$ cat src/hw/rtl/sfr_pkg.sv
package sfr_pkg;

	localparam int BYTE_W = 8;
	localparam int LEN_W  = 11;
	localparam int Q_DEPTH = 4;

	localparam logic [BYTE_W-1:0] FLAG_BYTE    = 8'h7E;
	localparam logic [BYTE_W-1:0] CTL_I0       = 8'h00;
	localparam logic [BYTE_W-1:0] CTL_I1       = 8'h80;
	localparam logic [BYTE_W-1:0] CTL_SET      = 8'h03;
	localparam logic [BYTE_W-1:0] UNSTUFF      = 8'h20;
	localparam logic [BYTE_W-1:0] ADDR_RESET   = 8'h03;
	localparam logic [BYTE_W-1:0] ESCAPE_RESET = 8'h7D;

	typedef enum logic {
		REG_STATION_ADDRESS = 1'b0,
		REG_ESCAPE_BYTE     = 1'b1
	} cfg_reg_t;

	typedef enum logic [2:0] {
		EV_BYTE = 3'd0,
		EV_GOOD = 3'd1,
		EV_DUP  = 3'd2,
		EV_BAD  = 3'd3,
		EV_HDR  = 3'd4,
		EV_OVF  = 3'd5
	} event_t;

	typedef enum logic [2:0] {
		RP_NONE = 3'd0,
		RP_UA   = 3'd1,
		RP_RR0  = 3'd2,
		RP_RR1  = 3'd3,
		RP_REJ0 = 3'd4,
		RP_REJ1 = 3'd5
	} reply_t;

	typedef enum logic [1:0] {
		TK_BYTE = 2'd0,
		TK_HDR  = 2'd1,
		TK_END  = 2'd2
	} tok_kind_t;

	// word passed from the frame parser to the reply stage
	typedef struct packed {
		tok_kind_t         kind;
		logic [BYTE_W-1:0] data;
		logic [LEN_W-1:0]  len;
		logic              ovf;
		logic              bad;
		logic              ctl_i0;
		logic              ctl_i1;
	} token_t;

endpackage

$ cat src/hw/rtl/sfr_front.sv
module sfr_front #(
	parameter int MAX_PAYLOAD = 1024
) (
	input  logic                        clk,
	input  logic                        arst_n,
	input  logic                        cfg_valid,
	input  logic                        cfg_index,
	input  logic [sfr_pkg::BYTE_W-1:0]  cfg_data,
	input  logic                        accept,
	input  logic [sfr_pkg::BYTE_W-1:0]  rx_byte,
	output logic                        emit,
	output sfr_pkg::token_t             token
);

	localparam int CNT_W = $clog2(MAX_PAYLOAD + 2);
	localparam logic [CNT_W-1:0] CNT_MAX = CNT_W'(MAX_PAYLOAD);

	typedef enum logic [2:0] {
		PH_HUNT = 3'd0,
		PH_FLAG = 3'd1,
		PH_ADDR = 3'd2,
		PH_CTRL = 3'd3,
		PH_BCC1 = 3'd4,
		PH_DATA = 3'd5,
		PH_ESC  = 3'd6
	} phase_t;

	phase_t                     phase_q, phase_d;
	logic [sfr_pkg::BYTE_W-1:0] addr_q, esc_q;
	logic [sfr_pkg::BYTE_W-1:0] ctl_q, ctl_d;
	logic [sfr_pkg::BYTE_W-1:0] held_q, held_d;
	logic                       hv_q, hv_d;
	logic [sfr_pkg::BYTE_W-1:0] chk_q, chk_d;
	logic [CNT_W-1:0]           cnt_q, cnt_d;
	logic                       ovf_q, ovf_d;
	logic                       do_take, clr, hdr_emit, end_emit, byte_emit;
	logic [sfr_pkg::BYTE_W-1:0] take_byte;
	logic [CNT_W-1:0]           cnt_m1;

	assign take_byte = (phase_q == PH_ESC) ? (rx_byte ^ sfr_pkg::UNSTUFF) : rx_byte;
	assign cnt_m1    = (cnt_q != '0) ? (cnt_q - CNT_W'(1)) : '0;

	always_comb begin
		phase_d  = phase_q;
		ctl_d    = ctl_q;
		do_take  = 1'b0;
		clr      = 1'b0;
		hdr_emit = 1'b0;
		end_emit = 1'b0;
		case (phase_q)
			PH_FLAG: begin
				if (rx_byte == addr_q) begin
					phase_d = PH_ADDR;
				end else if (rx_byte != sfr_pkg::FLAG_BYTE) begin
					phase_d = PH_HUNT;
				end
			end
			PH_ADDR: begin
				if (rx_byte inside {sfr_pkg::CTL_I0, sfr_pkg::CTL_I1, sfr_pkg::CTL_SET}) begin
					ctl_d   = rx_byte;
					phase_d = PH_CTRL;
				end else begin
					phase_d = (rx_byte == sfr_pkg::FLAG_BYTE) ? PH_FLAG : PH_HUNT;
				end
			end
			PH_CTRL: begin
				if (rx_byte == (addr_q ^ ctl_q)) begin
					phase_d = PH_BCC1;
					clr     = 1'b1;
				end else begin
					phase_d = (rx_byte == sfr_pkg::FLAG_BYTE) ? PH_FLAG : PH_HUNT;
				end
			end
			PH_BCC1: begin
				if (rx_byte == esc_q) begin
					phase_d = PH_ESC;
				end else if (rx_byte == sfr_pkg::FLAG_BYTE) begin
					phase_d  = PH_HUNT;
					hdr_emit = 1'b1;
				end else begin
					phase_d = PH_DATA;
					do_take = 1'b1;
				end
			end
			PH_ESC: begin
				phase_d = PH_DATA;
				do_take = 1'b1;
			end
			PH_DATA: begin
				if (rx_byte == sfr_pkg::FLAG_BYTE) begin
					phase_d  = PH_HUNT;
					end_emit = 1'b1;
				end else if (rx_byte == esc_q) begin
					phase_d = PH_ESC;
				end else begin
					do_take = 1'b1;
				end
			end
			default: begin
				phase_d = (rx_byte == sfr_pkg::FLAG_BYTE) ? PH_FLAG : PH_HUNT;
			end
		endcase
	end

	always_comb begin
		held_d    = held_q;
		hv_d      = hv_q;
		chk_d     = chk_q;
		cnt_d     = cnt_q;
		ovf_d     = ovf_q;
		byte_emit = 1'b0;
		if (clr) begin
			held_d = '0;
			hv_d   = 1'b0;
			chk_d  = '0;
			cnt_d  = '0;
			ovf_d  = 1'b0;
		end else if (do_take && !ovf_q) begin
			if (hv_q && (cnt_q > CNT_MAX)) begin
				ovf_d = 1'b1;
			end else begin
				byte_emit = hv_q;
				chk_d     = chk_q ^ take_byte;
				cnt_d     = cnt_q + CNT_W'(1);
				held_d    = take_byte;
				hv_d      = 1'b1;
			end
		end
	end

	always_comb begin
		token        = '0;
		token.ctl_i0 = (ctl_q == sfr_pkg::CTL_I0);
		token.ctl_i1 = (ctl_q == sfr_pkg::CTL_I1);
		token.ovf    = ovf_q;
		token.bad    = (chk_q != '0) || (cnt_q < CNT_W'(2));
		if (hdr_emit) begin
			token.kind = sfr_pkg::TK_HDR;
		end else if (end_emit) begin
			token.kind = sfr_pkg::TK_END;
			token.len  = ovf_q ? sfr_pkg::LEN_W'(MAX_PAYLOAD) : sfr_pkg::LEN_W'(cnt_m1);
		end else begin
			token.kind = sfr_pkg::TK_BYTE;
			token.data = held_q;
		end
	end

	assign emit = accept && (hdr_emit || end_emit || byte_emit);

	always_ff @(posedge clk or negedge arst_n) begin
		if (!arst_n) begin
			addr_q  <= sfr_pkg::ADDR_RESET;
			esc_q   <= sfr_pkg::ESCAPE_RESET;
			phase_q <= PH_HUNT;
			ctl_q   <= '0;
			held_q  <= '0;
			hv_q    <= 1'b0;
			chk_q   <= '0;
			cnt_q   <= '0;
			ovf_q   <= 1'b0;
		end else begin
			if (cfg_valid) begin
				case (cfg_index)
					sfr_pkg::REG_STATION_ADDRESS: addr_q <= cfg_data;
					sfr_pkg::REG_ESCAPE_BYTE:     esc_q  <= cfg_data;
					default: ;
				endcase
			end
			if (accept) begin
				phase_q <= phase_d;
				ctl_q   <= ctl_d;
				held_q  <= held_d;
				hv_q    <= hv_d;
				chk_q   <= chk_d;
				cnt_q   <= cnt_d;
				ovf_q   <= ovf_d;
			end
		end
	end

endmodule

$ cat src/hw/rtl/sfr_queue.sv
module sfr_queue (
	input  logic            clk,
	input  logic            arst_n,
	input  logic            push,
	input  sfr_pkg::token_t push_data,
	output logic            full,
	input  logic            pop,
	output sfr_pkg::token_t pop_data,
	output logic            empty
);

	localparam int PTR_W = $clog2(sfr_pkg::Q_DEPTH);
	localparam int CNT_W = $clog2(sfr_pkg::Q_DEPTH + 1);

	sfr_pkg::token_t  mem_q [sfr_pkg::Q_DEPTH];
	logic [PTR_W-1:0] wr_q, rd_q;
	logic [CNT_W-1:0] cnt_q;

	assign full     = (cnt_q == CNT_W'(sfr_pkg::Q_DEPTH));
	assign empty    = (cnt_q == '0);
	assign pop_data = mem_q[rd_q];

	always_ff @(posedge clk) begin
		if (push) begin
			mem_q[wr_q] <= push_data;
		end
	end

	always_ff @(posedge clk or negedge arst_n) begin
		if (!arst_n) begin
			wr_q  <= '0;
			rd_q  <= '0;
			cnt_q <= '0;
		end else begin
			if (push) begin
				wr_q <= wr_q + PTR_W'(1);
			end
			if (pop) begin
				rd_q <= rd_q + PTR_W'(1);
			end
			if (push && !pop) begin
				cnt_q <= cnt_q + CNT_W'(1);
			end else if (pop && !push) begin
				cnt_q <= cnt_q - CNT_W'(1);
			end
		end
	end

endmodule

$ cat src/hw/rtl/sfr_back.sv
module sfr_back (
	input  logic                       clk,
	input  logic                       arst_n,
	input  logic                       q_empty,
	input  sfr_pkg::token_t            q_data,
	output logic                       q_pop,
	output logic                       m_tvalid,
	input  logic                       m_tready,
	output sfr_pkg::event_t            ev,
	output logic [sfr_pkg::BYTE_W-1:0] pay_byte,
	output logic [sfr_pkg::LEN_W-1:0]  pay_len,
	output sfr_pkg::reply_t            reply
);

	logic                       valid_q;
	logic                       seq_q, seq_d;
	sfr_pkg::event_t            ev_q, ev_d;
	logic [sfr_pkg::BYTE_W-1:0] byte_q, byte_d;
	logic [sfr_pkg::LEN_W-1:0]  len_q, len_d;
	sfr_pkg::reply_t            reply_q, reply_d;

	assign q_pop = !q_empty && (!valid_q || m_tready);

	always_comb begin
		seq_d   = seq_q;
		ev_d    = sfr_pkg::EV_BYTE;
		byte_d  = '0;
		len_d   = '0;
		reply_d = sfr_pkg::RP_NONE;
		case (q_data.kind)
			sfr_pkg::TK_BYTE: begin
				byte_d = q_data.data;
			end
			sfr_pkg::TK_HDR: begin
				ev_d    = sfr_pkg::EV_HDR;
				reply_d = sfr_pkg::RP_UA;
			end
			sfr_pkg::TK_END: begin
				len_d = q_data.len;
				if (q_data.ovf) begin
					ev_d = sfr_pkg::EV_OVF;
				end else if (q_data.bad) begin
					ev_d = sfr_pkg::EV_BAD;
					if (q_data.ctl_i0) begin
						reply_d = sfr_pkg::RP_REJ0;
						seq_d   = 1'b0;
					end else begin
						reply_d = sfr_pkg::RP_REJ1;
						seq_d   = 1'b1;
					end
				end else if (q_data.ctl_i0) begin
					ev_d    = !seq_q ? sfr_pkg::EV_GOOD : sfr_pkg::EV_DUP;
					reply_d = sfr_pkg::RP_RR1;
					seq_d   = 1'b1;
				end else if (q_data.ctl_i1) begin
					ev_d    = seq_q ? sfr_pkg::EV_GOOD : sfr_pkg::EV_DUP;
					reply_d = sfr_pkg::RP_RR0;
					seq_d   = 1'b0;
				end else begin
					ev_d = sfr_pkg::EV_GOOD;
				end
			end
			default: ;
		endcase
	end

	always_ff @(posedge clk or negedge arst_n) begin
		if (!arst_n) begin
			valid_q <= 1'b0;
			seq_q   <= 1'b0;
			ev_q    <= sfr_pkg::EV_BYTE;
			byte_q  <= '0;
			len_q   <= '0;
			reply_q <= sfr_pkg::RP_NONE;
		end else begin
			if (q_pop) begin
				valid_q <= 1'b1;
				seq_q   <= seq_d;
				ev_q    <= ev_d;
				byte_q  <= byte_d;
				len_q   <= len_d;
				reply_q <= reply_d;
			end else if (m_tready) begin
				valid_q <= 1'b0;
			end
		end
	end

	assign m_tvalid = valid_q;
	assign ev       = ev_q;
	assign pay_byte = byte_q;
	assign pay_len  = len_q;
	assign reply    = reply_q;

endmodule

$ cat src/hw/rtl/stuffed_frame_receiver_ack_top.sv
// Byte-stuffed stop-and-wait frame receiver.
// s_* carries received line bytes, one word per byte. The parser hunts for
// the 0x7E flag, checks address, control and BCC1, removes escape stuffing
// and checks BCC2 at the closing flag. m_* carries events: payload bytes
// (delayed by one data byte so BCC2 is never passed on) and one frame-end
// event per frame with its length and the reply frame to send.
// cfg_* writes station address (index 0) and escape byte (index 1); it is
// always ready and should only be used while the receiver is idle.
// Throughput: one line byte per cycle while the queue is not full. An
// accepted byte that yields an event is written into the queue, then loaded
// into the output register that drives m_*. A four-entry queue sits between
// parser and reply stage; s_tready drops only when it is full, so a stalled
// m_tready backs up into the queue and then the input, with no word lost.
// Reset: hunting for a flag, expected sequence 0, address 0x03, escape 0x7D,
// queue and output register empty.
module stuffed_frame_receiver_ack_top #(
	parameter int MAX_PAYLOAD = 1024
) (
	input  logic        clk,
	input  logic        arst_n,
	input  logic        s_tvalid,
	output logic        s_tready,
	input  logic [7:0]  s_tdata,   // [7:0] rx_byte
	output logic        m_tvalid,
	input  logic        m_tready,
	output logic [23:0] m_tdata,   // [7:0] payload_byte, [18:8] payload_length,
	                               // [21:19] reply_code, [23:22] zero
	output logic [2:0]  m_tuser,   // [2:0] event_kind
	input  logic        cfg_valid,
	output logic        cfg_ready,
	input  logic        cfg_index,
	input  logic [7:0]  cfg_data
);

	logic                       accept;
	logic                       emit;
	sfr_pkg::token_t            push_tok, pop_tok;
	logic                       q_full, q_empty, q_pop;
	sfr_pkg::event_t            ev;
	logic [sfr_pkg::BYTE_W-1:0] pay_byte;
	logic [sfr_pkg::LEN_W-1:0]  pay_len;
	sfr_pkg::reply_t            reply;

	assign s_tready  = !q_full;
	assign accept    = s_tvalid && s_tready;
	assign cfg_ready = 1'b1;

	sfr_front #(
		.MAX_PAYLOAD(MAX_PAYLOAD)
	) u_front (
		.clk      (clk),
		.arst_n   (arst_n),
		.cfg_valid(cfg_valid),
		.cfg_index(cfg_index),
		.cfg_data (cfg_data),
		.accept   (accept),
		.rx_byte  (s_tdata),
		.emit     (emit),
		.token    (push_tok)
	);

	sfr_queue u_queue (
		.clk      (clk),
		.arst_n   (arst_n),
		.push     (emit),
		.push_data(push_tok),
		.full     (q_full),
		.pop      (q_pop),
		.pop_data (pop_tok),
		.empty    (q_empty)
	);

	sfr_back u_back (
		.clk     (clk),
		.arst_n  (arst_n),
		.q_empty (q_empty),
		.q_data  (pop_tok),
		.q_pop   (q_pop),
		.m_tvalid(m_tvalid),
		.m_tready(m_tready),
		.ev      (ev),
		.pay_byte(pay_byte),
		.pay_len (pay_len),
		.reply   (reply)
	);

	assign m_tuser = ev;
	assign m_tdata = {2'b00, reply, pay_len, pay_byte};

endmodule

$ cat config.mk
export PLATFORM = sky130hd
export DESIGN_NAME = stuffed_frame_receiver_ack_top
export DESIGN_NICKNAME = d
export VERILOG_FILES = /design/src/hw/rtl/sfr_pkg.sv /design/src/hw/rtl/sfr_front.sv /design/src/hw/rtl/sfr_queue.sv /design/src/hw/rtl/sfr_back.sv /design/src/hw/rtl/stuffed_frame_receiver_ack_top.sv
export SDC_FILE = /design/constraint.sdc
export NUM_CORES = 1
export LEC_CHECK = 0
export BUFFER_PORTS_ARGS = -buffer_cell sky130_fd_sc_hd__buf_2
export CORE_ASPECT_RATIO = 0.75
export CORE_MARGIN = 4
export CORE_UTILIZATION = 40
export DETAILED_ROUTE_END_ITERATION = 8
export GPL_TIMING_DRIVEN = 0
export PLACE_DENSITY = 0.66
export REMOVE_ABC_BUFFERS = 1
export SLEW_MARGIN = 20
export SYNTH_ARGS = -nofsm -noshare
export SYNTH_HDL_FRONTEND = slang
export SYNTH_SLANG_ARGS = --single-unit
$ cat constraint.sdc
create_clock -name clk -period 4.25 [get_ports clk]
set_input_delay 0.6375 -clock clk [delete_from_list [all_inputs] [get_ports clk]]
set_output_delay 0.6375 -clock clk [all_outputs]
set_load 0.01 [all_outputs]
==> results of run 1 <==
placed cells by master (no fill, tap or decap), drive strengths merged, types with 4 or more instances in the layout:
cell    count
edfxtp    100
dfrtp      82
buf        57
nand2      50
inv        30
mux2       29
nor2       28
xnor2      27
mux4       25
a22o       21
clkbuf     19
nand3      18
o21ai      17
nor2b      13
ha         11
and2       11
mux2i       9
nand4       8
dfstp       8
nor3        7
and3        7
nor4        7
xnor3       6
a21oi       6
a21o        5
nand4b      4
xor2        4
nor3b       4
a211o       4
sequential cells by signal (all words and copies together), names as in the netlist, 2 cells and up:
name             cells
u_queue.rd_q         2
u_front.cnt_q       11
u_front.phase_q      3
u_front.addr_q       8
u_front.esc_q        8
u_queue.wr_q         2
u_front.ctl_q        8
u_front.chk_q        8
u_front.held_q       8
u_back.reply         3
u_queue.cnt_q        3
u_back.pay_len      11
u_queue.mem_q      100
u_back.ev            3
u_back.pay_byte      8
final timing paths:
path | to | start | slack (ns) | depth (start not counted)
min in group clk | u_front.addr_q[7] | cfg_data[7] | 0.45 | 2
worst min register to register | u_back.pay_byte[1] | u_back.pay_byte[1] | 0.47 | 2
worst min-delay path | u_back.pay_len[4] | arst_n | 0.09 | 1
max in group asynchronous | u_front.esc_q[0] | arst_n | 3.33 | 3
worst max-delay path | u_queue.cnt_q[2] | u_queue.cnt_q[0] | 0.86 | 9
worst max register to register | u_queue.cnt_q[2] | u_queue.cnt_q[0] | 0.86 | 9
where the power goes:
group	internal (W)	switching, W	leakage (nW)	total, W
combinational	0.000472	0.000443	1.64	0.000915
clock	0.000847	0.000747	0.292	0.00159
sequential	0.00205	0.000166	1.99	0.00222
metrics by stage:
stage	setup TNS (ns)	instance area [um^2]	total power, W
floorplan	0	8403	0.002844
global placement	-35.42	9004	0.003104
detailed placement	0	9235	0.003165
CTS	0	9833	0.004770
global route	0	9837	0.004949
finish	0	9837	0.004725
final cells by class:
class / count / area share (%)
inverters: 21 / 0.8013
clock buffers: 19 / 4.401
multi-input cells: 357 / 31.44
clock inverters: 13 / 1.679
repair buffers: 57 / 4.465
well taps: 288 / 3.663
flip-flops and latches: 190 / 53.55
layer usage:
layer	track usage [%]	wire length (um)	vias up	part of all wire (%)
li1	-	-	2306	-
met1	22.19	8284	2611	47
met2	23.68	8100	139	46
met3	3.023	929	19	5.3
met4	3.821	168	0	0.96
met5	0	0	-	0
kinds of logic after synthesis:
kind of cell | count (synthesis) | share of synthesized area, %
flip-flops | 190 | 61.18
AND/OR/NAND/NOR | 167 | 10.47
AO/OA/AOI/OAI | 75 | 7.008
multiplexers | 63 | 11.38
buffers and inverters | 60 | 3.315
XOR/XNOR | 37 | 4.725
adder cells (fa/ha/maj) | 12 | 1.832
other | 2 | 0.08727
Yosys cell counts (7+ instances only):
master	number	area, um^2
sky130_fd_sc_hd__and2_1	10	62.56
sky130_fd_sc_hd__dfstp_2	8	210.2
sky130_fd_sc_hd__inv_1	19	71.32
sky130_fd_sc_hd__nor3_1	7	35.03
sky130_fd_sc_hd__mux2i_1	9	90.09
sky130_fd_sc_hd__nand4_1	8	50.05
sky130_fd_sc_hd__mux2_2	10	112.6
sky130_fd_sc_hd__nand2_1	50	187.7
sky130_fd_sc_hd__edfxtp_1	100	3003
sky130_fd_sc_hd__buf_2	12	60.06
sky130_fd_sc_hd__mux2_1	19	214.0
sky130_fd_sc_hd__nor2b_1	13	81.33
sky130_fd_sc_hd__nor2_1	27	101.4
sky130_fd_sc_hd__buf_4	8	60.06
sky130_fd_sc_hd__o21ai_1	10	50.05
sky130_fd_sc_hd__clkbuf_1	17	63.81
sky130_fd_sc_hd__dfrtp_1	82	2052
sky130_fd_sc_hd__nand3_1	18	90.09
sky130_fd_sc_hd__mux4_2	25	563.0
sky130_fd_sc_hd__a22o_1	21	183.9
sky130_fd_sc_hd__xnor2_1	27	236.5
sky130_fd_sc_hd__and3_1	7	43.79
sky130_fd_sc_hd__ha_1	11	137.6
sky130_fd_sc_hd__o21ai_0	7	35.03
==> report_table.html, run 1 <==
<table>
<tr><th>Metric</th><th>Value</th></tr>
<tr><th colspan="2">Yosys</th></tr>
<tr><td>Most frequently used flop master after synthesis</td><td>sky130_fd_sc_hd__edfxtp_1</td></tr>
<tr><td>Cell Area, Synth</td><td>0.008606 mm^2</td></tr>
<tr><td>Yosys reg bits</td><td>190</td></tr>
<tr><td>EDFF count, synth</td><td>100</td></tr>
<tr><td>Syn Inst Count</td><td>606</td></tr>
<tr><td>Synth async-reset ratio</td><td>47.37%</td></tr>
<tr><td>Sequential share of the synthesized area</td><td>61.18%</td></tr>
<tr><td>Post-synthesis area per instance</td><td>14.20 um^2</td></tr>
<tr><td>Distinct cell type count after synthesis</td><td>64</td></tr>
<tr><td>Count of warnings emitted by yosys</td><td>0</td></tr>
<tr><th colspan="2">Critical path</th></tr>
<tr><td>Arrival time reported for the critical path endpoint</td><td>3.75 ns</td></tr>
<tr><td>Max stage delay cell, worst path</td><td>sky130_fd_sc_hd__inv_1</td></tr>
<tr><td>Critical Setup Path Class</td><td>reg -&gt; reg</td></tr>
<tr><td>Top fanout value on the critical path</td><td>30</td></tr>
<tr><td>Startpoint type of the worst setup path</td><td>flip-flop</td></tr>
<tr><td>Data required time at the worst endpoint</td><td>4.61 ns</td></tr>
<tr><td>Crit-path leading delay family</td><td>buffers and inverters</td></tr>
<tr><td>Worst path bufs/invs</td><td>2</td></tr>
<tr><td>CP Capture Type</td><td>flip-flop</td></tr>
<tr><td>Largest stage delay on the critical path</td><td>0.81 ns</td></tr>
<tr><td>Critical path cell sequence</td><td>nor3_1 &gt; a21oi_2 &gt; inv_1 &gt; ha_1 &gt; inv_1 &gt; fa_1 &gt; xor2_1 &gt; nor2_1 &gt; xor2_1</td></tr>
<tr><th colspan="2">Finish</th></tr>
<tr><td>Final net count</td><td>678</td></tr>
<tr><td>Count of placed standard cells in the final layout, fillers left out</td><td>945</td></tr>
<tr><td>Area used by multi-input combinational logic</td><td>0.003093 mm^2</td></tr>
<tr><td>Sequential cell area in the final layout</td><td>0.005268 mm^2</td></tr>
<tr><td>Layout cell share with drive strength beyond 1</td><td>22.98%</td></tr>
<tr><td>Layout overhead on the synthesized area</td><td>14.31%</td></tr>
<tr><td># diodes</td><td>0</td></tr>
<tr><td>Fillers</td><td>1837</td></tr>
<tr><td>Post-layout util</td><td>46.57%</td></tr>
<tr><th colspan="2">Timing</th></tr>
<tr><td>Least setup slack across all paths after layout</td><td>0.8601 ns</td></tr>
<tr><td>Pins over their slew limit</td><td>0</td></tr>
<tr><td>RSZ-0062 raised after global routing</td><td>false</td></tr>
<tr><td>Worst-case hold slack</td><td>0.09143 ns</td></tr>
<tr><td>Clock Skews</td><td>0.01436 ns</td></tr>
<tr><td>Final critical delay including setup and external delays</td><td>3.390 ns</td></tr>
<tr><td>Setup violations, final</td><td>0</td></tr>
<tr><td>Final period utilization</td><td>79.76%</td></tr>
<tr><td>Normalized max-slew margin</td><td>31.33%</td></tr>
<tr><td>Worst-margin pin slew</td><td>1.027 ns</td></tr>
<tr><td>Fmax</td><td>0.2950 GHz</td></tr>
<tr><td>Hold violation total from the final report</td><td>0</td></tr>
<tr><th colspan="2">Clocking</th></tr>
<tr><td>CTS Root Buffer Type</td><td>sky130_fd_sc_hd__clkbuf_16</td></tr>
<tr><td>Number of clock sinks</td><td>190</td></tr>
<tr><td>Number of buffers created by CTS</td><td>17</td></tr>
<tr><td>Postcts setup bufs</td><td>0</td></tr>
<tr><td># H-tree levels</td><td>4</td></tr>
<tr><td>Number of gates resized after CTS</td><td>0</td></tr>
<tr><td>Clock tree from TritonCTS</td><td>yes</td></tr>
<tr><td>Number of buffers inserted for hold repair after clock tree synthesis</td><td>0</td></tr>
<tr><td>Bufs on Longest Clock Path</td><td>2</td></tr>
<tr><td>Clock-pin slew reported for the worst setup and hold paths after clock tree synthesis</td><td>0.08 ns</td></tr>
<tr><td>Clock insertion delay at the later pin of the skew report</td><td>0.43 ns</td></tr>
<tr><th colspan="2">Pwr</th></tr>
<tr><td>Pwr/cell area</td><td>480.3 mW/mm^2</td></tr>
<tr><td>Worst-case vdd ir drop</td><td>217.6 uV</td></tr>
<tr><td>Static leakage power</td><td>3.918 nW</td></tr>
<tr><th colspan="2">Place</th></tr>
<tr><td>Post-DP HPWL</td><td>12220 um</td></tr>
<tr><td>Final weighted congestion of routability-driven global placement</td><td>0.8038</td></tr>
<tr><td>Cell count after placement</td><td>913</td></tr>
<tr><td>Count of input and output buffers</td><td>48</td></tr>
<tr><td>Setup slack after placement</td><td>0.5111 ns</td></tr>
<tr><th colspan="2">Global routing</th></tr>
<tr><td>Pin count of the biggest net entering global routing</td><td>36</td></tr>
<tr><td>Number of antenna violations at the first check in global routing</td><td>0</td></tr>
<tr><td>Wire length of the first global-routing pass</td><td>28150 um</td></tr>
<tr><td>Global-route total usage across every layer</td><td>15.22%</td></tr>
<tr><td>Via count of the first global-routing pass</td><td>5192</td></tr>
<tr><td>Final global-route overflow total</td><td>0</td></tr>
<tr><th colspan="2">Routing</th></tr>
<tr><td>Drt total wl</td><td>17480 um</td></tr>
<tr><td>Number of vias after detailed routing</td><td>5075</td></tr>
<tr><td>Average wire per standard cell</td><td>18.50 um</td></tr>
<tr><td>Via density per instance</td><td>5.370</td></tr>
<tr><td>Antenna Nets Post-Route</td><td>0</td></tr>
<tr><td>Remaining design rule violation count</td><td>0</td></tr>
<tr><td>DRT iter0 DRCs</td><td>378</td></tr>
<tr><td>Detailed-router iteration count before antenna repair</td><td>5</td></tr>
<tr><th colspan="2">Die</th></tr>
<tr><td>Horizontal die dimension</td><td>177.4 um</td></tr>
<tr><td>Core ar.</td><td>0.02112 mm^2</td></tr>
<tr><td>Die Ht</td><td>135.0 um</td></tr>
<tr><td>Number of top-level pins</td><td>52</td></tr>
<tr><td>Die outline area</td><td>0.02395 mm^2</td></tr>
<tr><td>Initial core utilization</td><td>40.74%</td></tr>
<tr><td>Number of placement rows</td><td>46</td></tr>
<tr><th colspan="2">Outcome</th></tr>
<tr><td>Result of the run</td><td>complete, no violations</td></tr>
<tr><th colspan="2">Job</th></tr>
<tr><td>Max Cap Violations</td><td>0</td></tr>
<tr><th colspan="2">Min path</th></tr>
<tr><td>Hold Path Class</td><td>in -&gt; async</td></tr>
</table>
Power figures use the tool's default switching activity.
==> run 2: changes to the inputs <==
PLACE_DENSITY = 0.68   (was 0.66)
clock period = 2.8 ns   (was 4.25 ns; I/O delays follow)
==> run 2 against run 1 <==
Against the previous run: sequential power rose by 51%; cell count rose by 0.85%; non-clock buffer count rose by 7; largest cell class unchanged.
==> report_table.html, run 2 (synthesis gave the netlist of run 1 again) <==
<table>
<tr><th>Metric</th><th>Value</th></tr>
<tr><th colspan="2">Outcome</th></tr>
<tr><td>Result of the run</td><td>complete, no violations (unchanged)</td></tr>
<tr><th colspan="2">Global routing</th></tr>
<tr><td>Final global-route overflow total</td><td>0 (unchanged)</td></tr>
<tr><td>Pin count of the biggest net entering global routing</td><td>59 (was 36)</td></tr>
<tr><td>Via count of the first global-routing pass</td><td>5343 (was 5192)</td></tr>
<tr><td>Wire length of the first global-routing pass</td><td>28680 um (was 28150 um)</td></tr>
<tr><td>Global-route total usage across every layer</td><td>15.50% (was 15.22%)</td></tr>
<tr><td>Number of antenna violations at the first check in global routing</td><td>0 (unchanged)</td></tr>
<tr><th colspan="2">Finish</th></tr>
<tr><td>Layout overhead on the synthesized area</td><td>15.24% (was 14.31%)</td></tr>
<tr><td>Register with the most flip-flops</td><td>u_queue.mem_q (unchanged)</td></tr>
<tr><td>Layout cell share with drive strength beyond 1</td><td>24.96% (was 22.98%)</td></tr>
<tr><td>Top library cells by usage in the layout, fill and taps aside</td><td>100 x sky130_fd_sc_hd__edfxtp_1, 77 x sky130_fd_sc_hd__dfrtp_1, 50 x sky130_fd_sc_hd__nand2_1 (was 100 x sky130_fd_sc_hd__edfxtp_1, 80 x sky130_fd_sc_hd__dfrtp_1, 50 x sky130_fd_sc_hd__nand2_1)</td></tr>
<tr><td># diodes</td><td>0 (unchanged)</td></tr>
<tr><td>Most common library cell in the layout ignoring fill and taps</td><td>sky130_fd_sc_hd__edfxtp_1 (unchanged)</td></tr>
<tr><td>Area of all placed cells without fillers</td><td>0.009917 mm^2 (was 0.009837 mm^2)</td></tr>
<tr><td>Fillers</td><td>1815 (was 1837)</td></tr>
<tr><td>Flip-flop count of the largest register after layout</td><td>100 (unchanged)</td></tr>
<tr><td>Count of placed standard cells in the final layout, fillers left out</td><td>953 (was 945)</td></tr>
<tr><td>Final net count</td><td>686 (was 678)</td></tr>
<tr><th colspan="2">Timing</th></tr>
<tr><td>RSZ-0062 raised after global routing</td><td>false (unchanged)</td></tr>
<tr><td>Summed negative setup slack over all endpoints</td><td>0 ns (unchanged)</td></tr>
<tr><td>Normalized max-slew margin</td><td>47.21% (was 31.33%)</td></tr>
<tr><td>Pins over their slew limit</td><td>0 (unchanged)</td></tr>
<tr><td>Worst-margin pin slew</td><td>0.7909 ns (was 1.027 ns)</td></tr>
<tr><td>Hold violation total from the final report</td><td>0 (unchanged)</td></tr>
<tr><td>Clock Skews</td><td>0.01655 ns (was 0.01436 ns)</td></tr>
<tr><td>Setup violations, final</td><td>0 (unchanged)</td></tr>
<tr><td>Final period utilization</td><td>96.15%</td></tr>
<tr><td>Fmax</td><td>0.3715 GHz</td></tr>
<tr><td>Final critical delay including setup and external delays</td><td>2.692 ns</td></tr>
<tr><td>Worst-case hold slack</td><td>0.2161 ns (was 0.09143 ns)</td></tr>
<tr><th colspan="2">Routing</th></tr>
<tr><td>Antenna Nets Post-Route</td><td>0 (unchanged)</td></tr>
<tr><td>Highest routed layer</td><td>met4 (unchanged)</td></tr>
<tr><td>Total routed wire length on the met1 layer</td><td>8069 um (was 8284 um)</td></tr>
<tr><td>Detailed-router iteration count before antenna repair</td><td>5 (unchanged)</td></tr>
<tr><td>Average wire per standard cell</td><td>18.31 um (was 18.50 um)</td></tr>
<tr><td>Total met2 wirelength after detailed routing</td><td>8281 um (was 8100 um)</td></tr>
<tr><td>Drt total wl</td><td>17450 um (was 17480 um)</td></tr>
<tr><td>Via density per instance</td><td>5.302 (was 5.370)</td></tr>
<tr><td>Number of vias after detailed routing</td><td>5053 (was 5075)</td></tr>
<tr><td>DRT iter0 DRCs</td><td>396 (was 378)</td></tr>
<tr><td>Sum of met3 wire segment lengths after detailed routing</td><td>880 um (was 929 um)</td></tr>
<tr><td>Remaining design rule violation count</td><td>0 (unchanged)</td></tr>
<tr><th colspan="2">Place</th></tr>
<tr><td>Count of input and output buffers</td><td>48 (unchanged)</td></tr>
<tr><td>Post-DP HPWL</td><td>11870 um (was 12220 um)</td></tr>
<tr><td>Cell count after placement</td><td>912 (was 913)</td></tr>
<tr><td>Area after detailed placement</td><td>0.009215 mm^2 (was 0.009235 mm^2)</td></tr>
<tr><td>Final weighted congestion of routability-driven global placement</td><td>0.8420 (was 0.8038)</td></tr>
<tr><th colspan="2">Critical path</th></tr>
<tr><td>Data required time at the worst endpoint</td><td>3.15 ns (was 4.61 ns)</td></tr>
<tr><td>Critical path cell sequence</td><td>buf_2 &gt; nand4_1 &gt; nor4_4 &gt; nand2_1 &gt; a21o_2 &gt; a2bb2oi_4 &gt; inv_2 &gt; ha_1 &gt; inv_1 &gt; fa_1 &gt; xor2_1 &gt; nor2_1 &gt; xor2_1 (was nor3_1 &gt; a21oi_2 &gt; inv_1 &gt; ha_1 &gt; inv_1 &gt; fa_1 &gt; xor2_1 &gt; nor2_1 &gt; xor2_1)</td></tr>
<tr><td>Largest stage delay on the critical path</td><td>0.50 ns (was 0.81 ns)</td></tr>
<tr><td>Critical Setup Path Class</td><td>in -&gt; reg (was reg -&gt; reg)</td></tr>
<tr><td>Max stage delay cell, worst path</td><td>sky130_fd_sc_hd__nor4_4 (was sky130_fd_sc_hd__inv_1)</td></tr>
<tr><td>CP Capture Type</td><td>flip-flop (unchanged)</td></tr>
<tr><td>Most prevalent standard cell on the critical path</td><td>sky130_fd_sc_hd__xor2_1</td></tr>
<tr><td>Top fanout value on the critical path</td><td>9 (was 30)</td></tr>
<tr><td>Arrival time reported for the critical path endpoint</td><td>3.05 ns (was 3.75 ns)</td></tr>
<tr><td>Startpoint type of the worst setup path</td><td>input port (was flip-flop)</td></tr>
<tr><th colspan="2">Die</th></tr>
<tr><td>Number of placement rows</td><td>46 (unchanged)</td></tr>
<tr><td>Horizontal die dimension</td><td>177.4 um (unchanged)</td></tr>
<tr><td>Initial core utilization</td><td>40.74% (unchanged)</td></tr>
<tr><td>Core ar.</td><td>0.02112 mm^2 (unchanged)</td></tr>
<tr><td>Die Ht</td><td>135.0 um (unchanged)</td></tr>
<tr><td>Number of top-level pins</td><td>52 (unchanged)</td></tr>
<tr><td>Die outline area</td><td>0.02395 mm^2 (unchanged)</td></tr>
<tr><th colspan="2">Clocking</th></tr>
<tr><td>Number of clock sinks</td><td>190 (unchanged)</td></tr>
<tr><td># H-tree levels</td><td>4 (unchanged)</td></tr>
<tr><td>Bufs on Longest Clock Path</td><td>2 (unchanged)</td></tr>
<tr><td>Clock-pin slew reported for the worst setup and hold paths after clock tree synthesis</td><td>0.07 ns (was 0.08 ns)</td></tr>
<tr><td>Clock insertion delay at the later pin of the skew report</td><td>0.44 ns (was 0.43 ns)</td></tr>
<tr><td>Number of buffers created by CTS</td><td>17 (unchanged)</td></tr>
<tr><td>CTS Root Buffer Type</td><td>sky130_fd_sc_hd__clkbuf_16 (unchanged)</td></tr>
<tr><td>Clock tree from TritonCTS</td><td>yes (unchanged)</td></tr>
<tr><th colspan="2">Pwr</th></tr>
<tr><td>Static leakage power</td><td>3.939 nW (was 3.918 nW)</td></tr>
<tr><td>Worst-case vdd ir drop</td><td>479.3 uV (was 217.6 uV)</td></tr>
<tr><td>Pwr/cell area</td><td>719.5 mW/mm^2 (was 480.3 mW/mm^2)</td></tr>
<tr><th colspan="2">Job</th></tr>
<tr><td>Max Cap Violations</td><td>0 (unchanged)</td></tr>
<tr><th colspan="2">Min path</th></tr>
<tr><td>Hold Path Class</td><td>in -&gt; reg (was in -&gt; async)</td></tr>
</table>
-- run 2: final cells by class --
type                            instances  area, um^2  share of cell area (%)
Tap cell                              288       360.3                   3.634
Timing Repair inverter                  1       5.005                 0.05047
Sequential cell                       190        5271                   53.15
Multi-Input combinational cell        357        3138                   31.64
Timing Repair Buffer                   64       481.7                   4.857
Inverter                               21       82.58                  0.8327
Clock buffer                           19       432.9                   4.365
Clock inverter                         13       145.1                   1.464
-- run 2: timing repair --
action	in CTS	in global routing
setup endpoints to repair	30	44
setup buffers	3	4
hold buffers	1	0
cloned	1	0
hold endpoints to repair	32	0
pin swaps	2	4
resized for setup	4	9
-- run 2: per-stage QoR --
stage | worst slack [ns] | power (W) | util, %
after CTS | 0.0008744 | 0.007210 | 46.62
after global routing | 0.003290 | 0.007511 | 46.95
after global placement | -1.456 | 0.004711 | 42.63
after floorplan | -0.2849 | 0.004320 | -
final | 0.1079 | 0.007136 | 46.95
after detailed placement | -0.7242 | 0.004796 | 43.63
-- run 2: path summary, 6_finish.rpt --
kind                                    startpoint                  to  slack [ns]  depth (start not counted)
worst min register to register  u_back.pay_byte[6]  u_back.pay_byte[6]        0.47                          2
worst max register to register    u_front.esc_q[2]    u_queue.cnt_q[1]        0.11                         11
worst min-delay path                   cfg_data[4]   u_front.addr_q[4]        0.22                          2
max in group asynchronous                   arst_n    u_front.esc_q[6]        1.63                          3
worst max-delay path                    s_tdata[2]    u_queue.cnt_q[2]        0.11                         13
min in group asynchronous                   arst_n   u_back.pay_len[8]        0.47                          2
-- run 2: layer usage --
layer / global-route usage, % / vias to the layer above
met5: 0 / -
met4: 3.907 / 0
met2: 24.64 / 133
met1: 21.92 / 2565
met3: 3.442 / 24
li1: - / 2331
-- run 2: worst max-delay path: cells and delay by family --
family | cells | cell delay, ns
AOI/OAI and AO/OA | 2 | 0.45
xor gates and xnor gates | 2 | 0.33
buffers and inverters | 3 | 0.35
adders and majority gates | 2 | 0.55
and+or+nand+nor | 4 | 0.93
-- run 2: power breakdown --
group,switching [W],internal (W)
Sequential,0.000233,0.00311
Combinational,0.000674,0.000727
Clock,0.00112,0.00127
Total,0.00203,0.00511
